==> config.mk <==
export PLATFORM = sky130hd
export DESIGN_NAME = ffha_controller
export DESIGN_NICKNAME = d
export VERILOG_FILES = /design/src/rtl/ffha_pkg.sv /design/src/rtl/ffha_controller.sv
export SDC_FILE = /design/constraint.sdc
export NUM_CORES = 1
export LEC_CHECK = 0
export BUFFER_PORTS_ARGS = -buffer_cell sky130_fd_sc_hd__buf_2
export CAP_MARGIN = 25
export CELL_PAD_IN_SITES_DETAIL_PLACEMENT = 0
export CELL_PAD_IN_SITES_GLOBAL_PLACEMENT = 1
export CORE_MARGIN = 2
export CORE_UTILIZATION = 38
export CTS_CLUSTER_SIZE = 14
export DETAILED_ROUTE_END_ITERATION = 6
export GPL_TIMING_DRIVEN = 0
export PLACE_DENSITY = 0.9
export SLEW_MARGIN = 20
export SYNTH_ARGS = -nofsm -noshare
export SYNTH_HDL_FRONTEND = slang
export SYNTH_SLANG_ARGS = --single-unit
export TNS_END_PERCENT = 10
==> constraint.sdc <==
create_clock -name clk -period 2.5 [get_ports clk]
set_clock_uncertainty 0.2 [all_clocks]
set_input_delay 0.5 -clock clk [delete_from_list [all_inputs] [get_ports clk]]
set_output_delay 0.5 -clock clk [all_outputs]
set_load 0.005 [all_outputs]
==> src/rtl/ffha_pkg.sv <==
// ----------------------------------------------------------------------------
// ffha_pkg
// Shared types and constants of the first-fit heap allocator.
// ----------------------------------------------------------------------------
package ffha_pkg;

	localparam int ADDR_W     = 12;
	localparam int BYTES_W    = 15;
	localparam int NEED_W     = 13;
	localparam int STEP_W     = 13;
	localparam int GNP_W      = 16;
	localparam int GRAN_W     = 4;
	localparam int STATUS_W   = 2;
	localparam int HEAP_DEPTH = 4096;
	localparam int WORD_BYTES = 8;

	localparam logic [GRAN_W-1:0] GRAN_RESET  = 4'd9;
	localparam logic [ADDR_W-1:0] LIMIT_RESET = 12'd4095;

	localparam logic OP_ALLOC   = 1'b0;
	localparam logic OP_RELEASE = 1'b1;

	localparam logic REG_GRANULE = 1'b0;
	localparam logic REG_LIMIT   = 1'b1;

	localparam logic [STATUS_W-1:0] ST_DONE = 2'd0;
	localparam logic [STATUS_W-1:0] ST_NULL = 2'd1;
	localparam logic [STATUS_W-1:0] ST_OOM  = 2'd2;

	typedef logic [4:0] ffha_cmd_t;

	localparam ffha_cmd_t C_NOP         = 5'd0;
	localparam ffha_cmd_t C_ACCEPT      = 5'd1;
	localparam ffha_cmd_t C_NULL        = 5'd2;
	localparam ffha_cmd_t C_FIT_INIT    = 5'd3;
	localparam ffha_cmd_t C_RD_CM1      = 5'd4;
	localparam ffha_cmd_t C_FIT_HDR     = 5'd5;
	localparam ffha_cmd_t C_FIT_EVAL    = 5'd6;
	localparam ffha_cmd_t C_SPLIT_A     = 5'd7;
	localparam ffha_cmd_t C_SPLIT_B     = 5'd8;
	localparam ffha_cmd_t C_SPLIT_C     = 5'd9;
	localparam ffha_cmd_t C_UNLINK      = 5'd10;
	localparam ffha_cmd_t C_GROW_CALC   = 5'd11;
	localparam ffha_cmd_t C_GROW_HDR    = 5'd12;
	localparam ffha_cmd_t C_GROW_END    = 5'd13;
	localparam ffha_cmd_t C_REL_INIT    = 5'd14;
	localparam ffha_cmd_t C_REL_STEP    = 5'd15;
	localparam ffha_cmd_t C_REL_NEXT    = 5'd16;
	localparam ffha_cmd_t C_LINK_A      = 5'd17;
	localparam ffha_cmd_t C_LINK_B      = 5'd18;
	localparam ffha_cmd_t C_RD_NM1      = 5'd19;
	localparam ffha_cmd_t C_MERGE_NA    = 5'd20;
	localparam ffha_cmd_t C_MERGE_NB    = 5'd21;
	localparam ffha_cmd_t C_RD_PM1      = 5'd22;
	localparam ffha_cmd_t C_MERGE_PA    = 5'd23;
	localparam ffha_cmd_t C_MERGE_PB    = 5'd24;
	localparam ffha_cmd_t C_GROW_COMMIT = 5'd25;
	localparam ffha_cmd_t C_REL_OK      = 5'd26;
	localparam ffha_cmd_t C_OOM         = 5'd27;
	localparam ffha_cmd_t C_EMIT        = 5'd28;

	typedef struct packed {
		logic op_release;
		logic bytes_zero;
		logic addr_zero;
		logic cur_zero;
		logic nxt_zero;
		logic prev_zero;
		logic steps_full;
		logic rel_stop;
		logic fit;
		logic split;
		logic rd_eq_nxt;
		logic rd_eq_cur;
		logic grow_bad;
	} ffha_flags_t;

endpackage

==> src/rtl/ffha_controller.sv <==
// ----------------------------------------------------------------------------
// ffha_controller
// Sequencer for list walks, splitting, growth and coalescing.
// ----------------------------------------------------------------------------
module ffha_controller import ffha_pkg::*; (
	input  logic        clk,
	input  logic        arst_n,
	input  logic        in_valid,
	output logic        in_ready,
	output logic        out_valid,
	input  logic        out_ready,
	input  ffha_flags_t flags,
	output ffha_cmd_t   cmd
);

	localparam logic [4:0] S_IDLE   = 5'd0;
	localparam logic [4:0] S_DISP   = 5'd1;
	localparam logic [4:0] S_F_INIT = 5'd2;
	localparam logic [4:0] S_F_CHK  = 5'd3;
	localparam logic [4:0] S_F_HDR  = 5'd4;
	localparam logic [4:0] S_F_EVAL = 5'd5;
	localparam logic [4:0] S_SP2    = 5'd6;
	localparam logic [4:0] S_SP3    = 5'd7;
	localparam logic [4:0] S_SP4    = 5'd8;
	localparam logic [4:0] S_UNLINK = 5'd9;
	localparam logic [4:0] S_G_CALC = 5'd10;
	localparam logic [4:0] S_G_CHK  = 5'd11;
	localparam logic [4:0] S_G_END  = 5'd12;
	localparam logic [4:0] S_R_INIT = 5'd13;
	localparam logic [4:0] S_R_CHK  = 5'd14;
	localparam logic [4:0] S_R_NEXT = 5'd15;
	localparam logic [4:0] S_RL2    = 5'd16;
	localparam logic [4:0] S_RL3    = 5'd17;
	localparam logic [4:0] S_RL4    = 5'd18;
	localparam logic [4:0] S_RL5    = 5'd19;
	localparam logic [4:0] S_RL6    = 5'd20;
	localparam logic [4:0] S_MP1    = 5'd21;
	localparam logic [4:0] S_MP2    = 5'd22;
	localparam logic [4:0] S_MP3    = 5'd23;
	localparam logic [4:0] S_MP4    = 5'd24;
	localparam logic [4:0] S_R_DONE = 5'd25;
	localparam logic [4:0] S_FAIL   = 5'd26;
	localparam logic [4:0] S_DONE   = 5'd27;

	logic [4:0] state_q, state_d;
	logic       grow_q, grow_d;
	logic       retry_q, retry_d;
	logic       out_valid_q;
	logic       emit;

	assign in_ready  = (state_q == S_IDLE);
	assign out_valid = out_valid_q;
	assign emit      = (state_q == S_DONE) && (!out_valid_q || out_ready);

	always_comb begin
		cmd     = C_NOP;
		state_d = state_q;
		grow_d  = grow_q;
		retry_d = retry_q;
		unique case (state_q)
			S_IDLE: begin
				if (in_valid) begin
					cmd     = C_ACCEPT;
					state_d = S_DISP;
				end
			end
			S_DISP: begin
				if (!flags.op_release) begin
					if (flags.bytes_zero) begin
						cmd     = C_NULL;
						state_d = S_DONE;
					end else begin
						retry_d = 1'b0;
						state_d = S_F_INIT;
					end
				end else if (flags.addr_zero) begin
					cmd     = C_NULL;
					state_d = S_DONE;
				end else begin
					state_d = S_R_INIT;
				end
			end
			S_F_INIT: begin
				cmd     = C_FIT_INIT;
				state_d = S_F_CHK;
			end
			S_F_CHK: begin
				if (flags.cur_zero || flags.steps_full) begin
					state_d = S_G_CALC;
				end else begin
					cmd     = C_RD_CM1;
					state_d = S_F_HDR;
				end
			end
			S_F_HDR: begin
				cmd     = C_FIT_HDR;
				state_d = S_F_EVAL;
			end
			S_F_EVAL: begin
				cmd = C_FIT_EVAL;
				if (!flags.fit) begin
					state_d = S_F_CHK;
				end else if (flags.split) begin
					state_d = S_SP2;
				end else begin
					state_d = S_UNLINK;
				end
			end
			S_SP2: begin
				cmd     = C_SPLIT_A;
				state_d = S_SP3;
			end
			S_SP3: begin
				cmd     = C_SPLIT_B;
				state_d = S_SP4;
			end
			S_SP4: begin
				cmd     = C_SPLIT_C;
				state_d = S_UNLINK;
			end
			S_UNLINK: begin
				cmd     = C_UNLINK;
				state_d = S_DONE;
			end
			S_G_CALC: begin
				cmd     = C_GROW_CALC;
				state_d = S_G_CHK;
			end
			S_G_CHK: begin
				if (flags.grow_bad) begin
					state_d = S_FAIL;
				end else begin
					cmd     = C_GROW_HDR;
					state_d = S_G_END;
				end
			end
			S_G_END: begin
				cmd     = C_GROW_END;
				grow_d  = 1'b1;
				state_d = S_R_CHK;
			end
			S_R_INIT: begin
				cmd     = C_REL_INIT;
				grow_d  = 1'b0;
				state_d = S_R_CHK;
			end
			S_R_CHK: begin
				if (flags.nxt_zero || flags.steps_full || flags.rel_stop) begin
					cmd     = C_LINK_A;
					state_d = S_RL2;
				end else begin
					cmd     = C_REL_STEP;
					state_d = S_R_NEXT;
				end
			end
			S_R_NEXT: begin
				cmd     = C_REL_NEXT;
				state_d = S_R_CHK;
			end
			S_RL2: begin
				cmd     = C_LINK_B;
				state_d = S_RL3;
			end
			S_RL3: begin
				if (flags.nxt_zero) begin
					state_d = S_MP1;
				end else begin
					cmd     = C_RD_CM1;
					state_d = S_RL4;
				end
			end
			S_RL4: begin
				if (flags.rd_eq_nxt) begin
					cmd     = C_RD_NM1;
					state_d = S_RL5;
				end else begin
					state_d = S_MP1;
				end
			end
			S_RL5: begin
				cmd     = C_MERGE_NA;
				state_d = S_RL6;
			end
			S_RL6: begin
				cmd     = C_MERGE_NB;
				state_d = S_MP1;
			end
			S_MP1: begin
				if (flags.prev_zero) begin
					state_d = S_R_DONE;
				end else begin
					cmd     = C_RD_PM1;
					state_d = S_MP2;
				end
			end
			S_MP2: begin
				if (flags.rd_eq_cur) begin
					cmd     = C_RD_CM1;
					state_d = S_MP3;
				end else begin
					state_d = S_R_DONE;
				end
			end
			S_MP3: begin
				cmd     = C_MERGE_PA;
				state_d = S_MP4;
			end
			S_MP4: begin
				cmd     = C_MERGE_PB;
				state_d = S_R_DONE;
			end
			S_R_DONE: begin
				if (grow_q) begin
					cmd = C_GROW_COMMIT;
					if (retry_q) begin
						state_d = S_FAIL;
					end else begin
						retry_d = 1'b1;
						state_d = S_F_INIT;
					end
				end else begin
					cmd     = C_REL_OK;
					state_d = S_DONE;
				end
			end
			S_FAIL: begin
				cmd     = C_OOM;
				state_d = S_DONE;
			end
			S_DONE: begin
				if (emit) begin
					cmd     = C_EMIT;
					state_d = S_IDLE;
				end
			end
			default: begin
				state_d = S_IDLE;
			end
		endcase
	end

	always_ff @(posedge clk or negedge arst_n) begin
		if (!arst_n) begin
			state_q     <= S_IDLE;
			grow_q      <= 1'b0;
			retry_q     <= 1'b0;
			out_valid_q <= 1'b0;
		end else begin
			state_q <= state_d;
			grow_q  <= grow_d;
			retry_q <= retry_d;
			if (emit) begin
				out_valid_q <= 1'b1;
			end else if (out_ready) begin
				out_valid_q <= 1'b0;
			end
		end
	end

endmodule

==> results of run 1 <==
metrics by stage:
| step | total power, µW | instances |
|---|---|---|
| after detailed placement | 1590 | 225 |
| after global routing | 2250 | 238 |
| final | 2100 | 238 |
| after floorplan | 1180 | 171 |
| after global placement | 1580 | 225 |
| after CTS | 1780 | 230 |
cell usage in the layout, fill, tap and decap left out, types with 5 or more instances in the layout:
master | netlist | routed
a21oi_1 | 12 | 11
buf_2 | 8 | 26
buf_4 | 0 | 15
dfrtp_1 | 8 | 5
nand2_1 | 19 | 19
nand2b_1 | 10 | 8
nor2_1 | 18 | 17
nor2b_1 | 7 | 5
nor3_1 | 8 | 7
o21ai_0 | 9 | 7
critical path: cells and delay by family, from the launching register on:
kind	cells	cell delay, ns
flip-flops	1	0.44
AND/OR/NAND/NOR	2	0.37
AO/OA/AOI/OAI	3	0.61
buffers and inverters	1	0.11
logic make-up after synthesis:
family,Yosys count,share of synthesized area
AOI/OAI and AO/OA,58,0.363
buffers and inverters,19,0.0709
and+or+nand+nor,84,0.374
DFF,8,0.174
muxes,2,0.0174
cell type report:
cell class | count | area, µm² | area share
timing repair buffer | 34 | 200 | 0.127
inverter | 4 | 15.0 | 0.00955
sequential | 8 | 204 | 0.130
multi-input combinational | 144 | 975 | 0.620
buffer | 14 | 118 | 0.0748
clock buffer | 3 | 22.5 | 0.0143
tap | 31 | 38.8 | 0.0247
power breakdown:
| group | switching (µW) | internal, µW |
|---|---|---|
| registers | 85.7 | 197 |
| clock network | 46.6 | 55.1 |
| logic | 992 | 726 |
flip-flops by register name, summed over array words and instances (netlist names):
name	count
retry_q	1
state_q	5
out_valid	1
grow_q	1
timing repair:
| action | in CTS | in global routing |
|---|---|---|
| resized for setup | 18 | 38 |
| pin swaps | 1 | 5 |
| setup endpoints to repair | 6 | 5 |
| hold endpoints to repair | 8 | 0 |
| setup buffers | 1 | 9 |
| hold buffers | 1 | 0 |
metal layers:
| layer | up-vias | wire, µm | track usage |
|---|---|---|---|
| li1 | 721 | - | - |
| met1 | 733 | 1810 | 0.356 |
| met2 | 118 | 2220 | 0.433 |
| met3 | 12 | 614 | 0.0659 |
| met4 | 0 | 81 | 0.117 |
| met5 | - | 0 | 0 |
path summary, 6_finish.rpt:
kind,endpoint,cells after the start
setup / recovery,cmd[2],6
min in group asynchronous,out_valid,2
hold reg to reg,retry_q,2
hold / removal,retry_q,3
setup reg to reg,state_q[2],8
max in group asynchronous,state_q[2],2
synth_stat cells (2+ instances only):
| cell type | number |
|---|---|
| dfrtp_1 | 8 |
| nand3b_1 | 2 |
| clkbuf_1 | 5 |
| nand2b_1 | 10 |
| o21ai_0 | 9 |
| nor2b_1 | 7 |
| a31oi_1 | 2 |
| nor2_1 | 18 |
| o221ai_1 | 2 |
| nand2_1 | 19 |
| a41o_1 | 2 |
| inv_1 | 4 |
| a21oi_1 | 12 |
| buf_1 | 2 |
| a32oi_1 | 4 |
| o41ai_1 | 2 |
| mux2i_1 | 2 |
| a211oi_1 | 2 |
| or3_1 | 4 |
| or2_1 | 2 |
| o211ai_1 | 2 |
| nor3_1 | 8 |
| o32ai_1 | 4 |
| nand4_1 | 2 |
| o2111ai_1 | 2 |
| o31ai_1 | 2 |
| nand3_1 | 5 |
| buf_2 | 8 |
| o21a_1 | 2 |
==> impl_metrics.csv, run 1 <==
group,metric,value,unit
worst_setup_path,cp_cell_sequence,"nand2b_2 -> o32a_1 -> o32ai_2 -> a211oi_2 -> nand3_1 -> buf_2",
logic_synthesis,synth_edf_count,0,
sta,slew_violations,0,
status,violations,"DRC",
floorplan,die_w,59.0,µm
logic_synthesis,mappedNetlistArea,0.00115,mm²
layout,area_growth_syn_to_layout,37.1,%
global_routing,grt_pass1_vias,1488,
sta,setup_tns,0,ns
clock_network,htree_levels,1,
route,drt_pass1_iterations,6,
place,placed_area,0.00130,mm²
layout,design_area,0.00157,mm²
power,p_leak,0.000640,µW
worst_setup_path,crit_path_max_fanout,7,
worst_setup_path,slowest_stage,"dfrtp_2",
logic_synthesis,syn-num-nets,188,
worst_setup_path,worstReg2RegStart,"state_q[0]",
place,numPortBuffers,23,
floorplan,num_io_pins,24,
logic_synthesis,yosysTopAreaCell,"dfrtp_1",
floorplan,die_h,59.0,µm
route,drc,2,
place,gp_congestion,0.972,
sta,max_freq,0.401,GHz
clock_network,cts-buffers-inserted,3,
layout,final_util,0.561,
logic_synthesis,ys_types,47,
clock_network,clk_path_buf_depth,2,
min_path,worst_hold_startpoint,"flags[11]",
sta,hold_viol_final,0,
global_routing,grt_first_pass_wirelength,7.12,mm
worst_setup_path,crit_path_end_kind,"output pin",
logic_synthesis,synth_warnings,0,
clock_network,cts_root_buf,"clkbuf_4",
place,dp_hpwl,3.39,mm
sta,hold_slack,0.313,ns
sta,fin_crit_sh,0.997,
route,detail-route-antenna-nets,0,
worst_setup_path,path_class,"reg -> out",
power,ir_worst_vdd,0.659,mV
global_routing,grt_max_degree,11,
layout,fillers,274,
worst_setup_path,crit_path_max_incr_delay,0.44,ns
layout,drive_gt1_frac,0.348,
worst_setup_path,cp-start-kind,"register",
route,drt_wl_total,4.73,mm
clock_network,cts_tree,"built",
worst_setup_path,arrival,1.79,ns
sta,tightest_slew,0.562,ns
logic_synthesis,yosys_most_used_dff,"dfrtp_1",
min_path,min-delay-path-class,"in -> reg",
sta,relSlewSlack,0.616,
route,detail_route.vias_per_cell,6.66,
floorplan,coreArea,0.00281,mm²
route,wl_per_cell,19.9,µm
clock_network,clkLatencyLatePin,0.26,ns
worst_setup_path,critical_path_required,1.80,ns
worst_setup_path,regToRegSetupSlack,0.53,ns
logic_synthesis,ys_ff_latch,8,
route,via_count,1584,
floorplan,die_area,0.00348,mm²
logic_synthesis,yosysSeqAreaShare,0.174,
logic_synthesis,ys_top_cells_by_area,"dfrtp_1, nand2_1, nor2_1, nand2b_1, a21oi_1",
global_routing,antenna_found_initial,0,
logic_synthesis,ys_async_sr_fraction,1.00,
clock_network,clock_sinks,8,
logic_synthesis,avgSynthCellArea,6.71,µm²
global_routing,grt_overflow_total,0,
floorplan,start_util,0.409,
global_routing,grtUsageTotal,0.274,
job,maxCapViolCount,0,
logic_synthesis,netlist.area_leader.share,0.174,
route,drtIter0Drc,155,
clock_network,clkTransAtPathRegs,0.05,ns
floorplan,num_rows,19,
layout,layout.nets,226,
sta,post-route-min-period,2.49,ns
sta,setup_viol_count_final,0,
worst_setup_path,startpoint,"state_q[2]",
layout,antenna_cells,0,
power,p_per_area,1340,mW/mm²
logic_synthesis,synth_cells,171,
sta,rsz0062_at_grt,"yes",
status,status,"finished, violations left",
place,dp_worst_setup_slack,-0.0905,ns
sta,fin_ws,0.00690,ns
(Power assumes the default switching activity.)
==> inputs of run 2 (changes only) <==
--- a/config.mk
+++ b/config.mk
@@ -9,8 +9,9 @@
 export CAP_MARGIN = 25
 export CELL_PAD_IN_SITES_DETAIL_PLACEMENT = 0
 export CELL_PAD_IN_SITES_GLOBAL_PLACEMENT = 1
-export CORE_MARGIN = 2
-export CORE_UTILIZATION = 38
+export CORE_MARGIN = 3
+export CORE_UTILIZATION = 36
+export CTS_BUF_LIST = sky130_fd_sc_hd__clkbuf_2
 export CTS_CLUSTER_SIZE = 14
 export DETAILED_ROUTE_END_ITERATION = 6
 export GPL_TIMING_DRIVEN = 0
==> constraint.sdc (replaced) <==
create_clock -name clk -period 2.2 [get_ports clk]
set_clock_uncertainty 0.2 [all_clocks]
set_input_delay 0.44 -clock clk [delete_from_list [all_inputs] [get_ports clk]]
set_output_delay 0.44 -clock clk [all_outputs]
set_load 0.005 [all_outputs]
==> impl_metrics.csv, run 2 (same netlist as run 1, synthesis figures left out) <==
group,metric,value,unit
worst_setup_path,critical_path_required,1.56,ns
route,wl_per_cell,18.7,µm
power,p_per_area,1510,mW/mm²
min_path,min-delay-path-class,"in -> reg",
route,detail_route.vias_per_cell,6.37,
clock_network,clkTransAtPathRegs,0.08,ns
floorplan,die_h,62.5,µm
worst_setup_path,crit_path_max_fanout,7,
worst_setup_path,cp_cell_sequence,"buf_4 -> nand2_4 -> o32a_1 -> o32ai_2 -> a211oi_2 -> nand3_1 -> buf_2",
global_routing,grt_first_pass_wirelength,7.56,mm
route,drt_pass1_iterations,5,
place,placed_area,0.00132,mm²
worst_setup_path,arrival,1.75,ns
layout,layout_common_cells,"buf_2, nand2_1, nor2_1",
sta,setup_tns,-0.720,ns
global_routing,grt_overflow_total,0,
route,drc,0,
worst_setup_path,crit_buf_inv,2,
floorplan,start_util,0.396,
clock_network,htree_levels,1,
layout,seqCellArea,204,µm²
layout,design_area,0.00165,mm²
sta,fin_ws,-0.193,ns
clock_network,cts_root_buf,"clkbuf_2",
worst_setup_path,slowest_stage,"dfrtp_2",
layout,fillers,282,
status,violations,"setup timing",
global_routing,antenna_found_initial,0,
sta,post-route-min-period,2.39,ns
layout,area_growth_syn_to_layout,43.4,%
sta,rsz0062_at_grt,"yes",
floorplan,num_rows,19,
floorplan,num_io_pins,24,
global_routing,grtUsageTotal,0.239,
worst_setup_path,crit_path_max_incr_delay,0.47,ns
sta,hold_viol_final,0,
power,power,2480,µW
floorplan,die_area,0.00390,mm²
sta,hold_slack,0.250,ns
place,gp_congestion,0.987,
route,drtIter0Drc,128,
sta,setup_viol_count_final,5,
global_routing,grt_pass1_vias,1556,
place,dp_hpwl,3.15,mm
layout,antenna_cells,0,
sta,max_freq,0.418,GHz
power,ir_worst_vdd,0.696,mV
sta,fin_crit_sh,1.09,
sta,relSlewSlack,0.655,
place,numPortBuffers,23,
clock_network,clk_path_buf_depth,2,
sta,tightest_slew,0.504,ns
route,drt_wl_total,4.72,mm
sta,slew_violations,0,
worst_setup_path,crit_path_end_kind,"output pin",
layout,drive_gt1_frac,0.376,
floorplan,coreArea,0.00290,mm²
floorplan,die_w,62.5,µm
clock_network,cts_tree,"built",
worst_setup_path,crit_family,"compound AO/OA/AOI/OAI gates",
layout,layout_commonest_cell,"buf_2",
clock_network,cts-buffers-inserted,3,
route,detail-route-antenna-nets,0,
layout,multi_input_area,0.00101,mm²
layout,layout.nets,229,
route,via_count,1605,
status,status,"finished, violations left",
worst_setup_path,path_class,"reg -> out",
clock_network,clock_sinks,8,
global_routing,grt_max_degree,11,
layout,fin_cells,252,
job,maxCapViolCount,0,
layout,top_register,"state_q",
layout,largest_reg_flops,5,
clock_network,clkLatencyLatePin,0.24,ns
place,placed_cells,236,
power,p_leak,0.000673,µW
worst_setup_path,cp-start-kind,"register",
==> run 2: cell type report <==
type                    count  share of cell area
multi-input cells         144               0.614
well taps                  42              0.0319
repair buffers             37               0.135
plain buffers              14              0.0768
flip-flops and latches      8               0.124
clock buffers               3             0.00913
inverters                   4             0.00913
==> run 2: worst paths after layout <==
kind,from,to,slack (ns),depth (start not counted)
worst min register to register,retry_q,retry_q,0.30,2
max in group asynchronous,arst_n,state_q[0],1.25,2
worst max register to register,state_q[2],state_q[0],0.26,6
worst max-delay path,state_q[0],cmd[2],-0.19,7
min in group asynchronous,arst_n,grow_q,0.35,2
worst min-delay path,flags[11],retry_q,0.25,3
==> run 2: per-layer routing <==
metal	vias to the layer above	GRT usage	part of all wire
met2	132	0.382	0.45
met3	18	0.0522	0.12
met4	0	0.107	0.025
met5	-	0	0
met1	725	0.305	0.40
li1	730	-	-
==> run 2: what timing repair did <==
action                     CTS  global route
setup endpoints to repair    6             6
buffers inserted            11             1
pin swaps                    7             0
hold buffers                 1             0
hold endpoints to repair     8             0
gates resized for setup     47             9
cloned                       1             0
==> run 2: worst min-delay path, delay by kind of cell <==
kind	cells	cell delay [ns]
compound gates	1	0.07
buf+inv	1	0.10
simple gates	1	0.06
==> run 2: where the power goes <==
part | switching, µW | internal (µW) | leakage [µW]
sequential | 99.0 | 224 | 0.0000952
combinational | 1160 | 907 | 0.000566
clock | 50.9 | 37.1 | 0.0000125
total | 1310 | 1170 | 0.000673
==> run 2: stage by stage <==
step / utilization / worst slack (ns)
2_1_floorplan: - / 0.169
3_3_place_gp: 0.453 / -0.350
3_5_place_dp: 0.453 / -0.245
4_1_cts: 0.553 / -0.144
5_1_grt: 0.567 / -0.258
6_report: 0.567 / -0.193
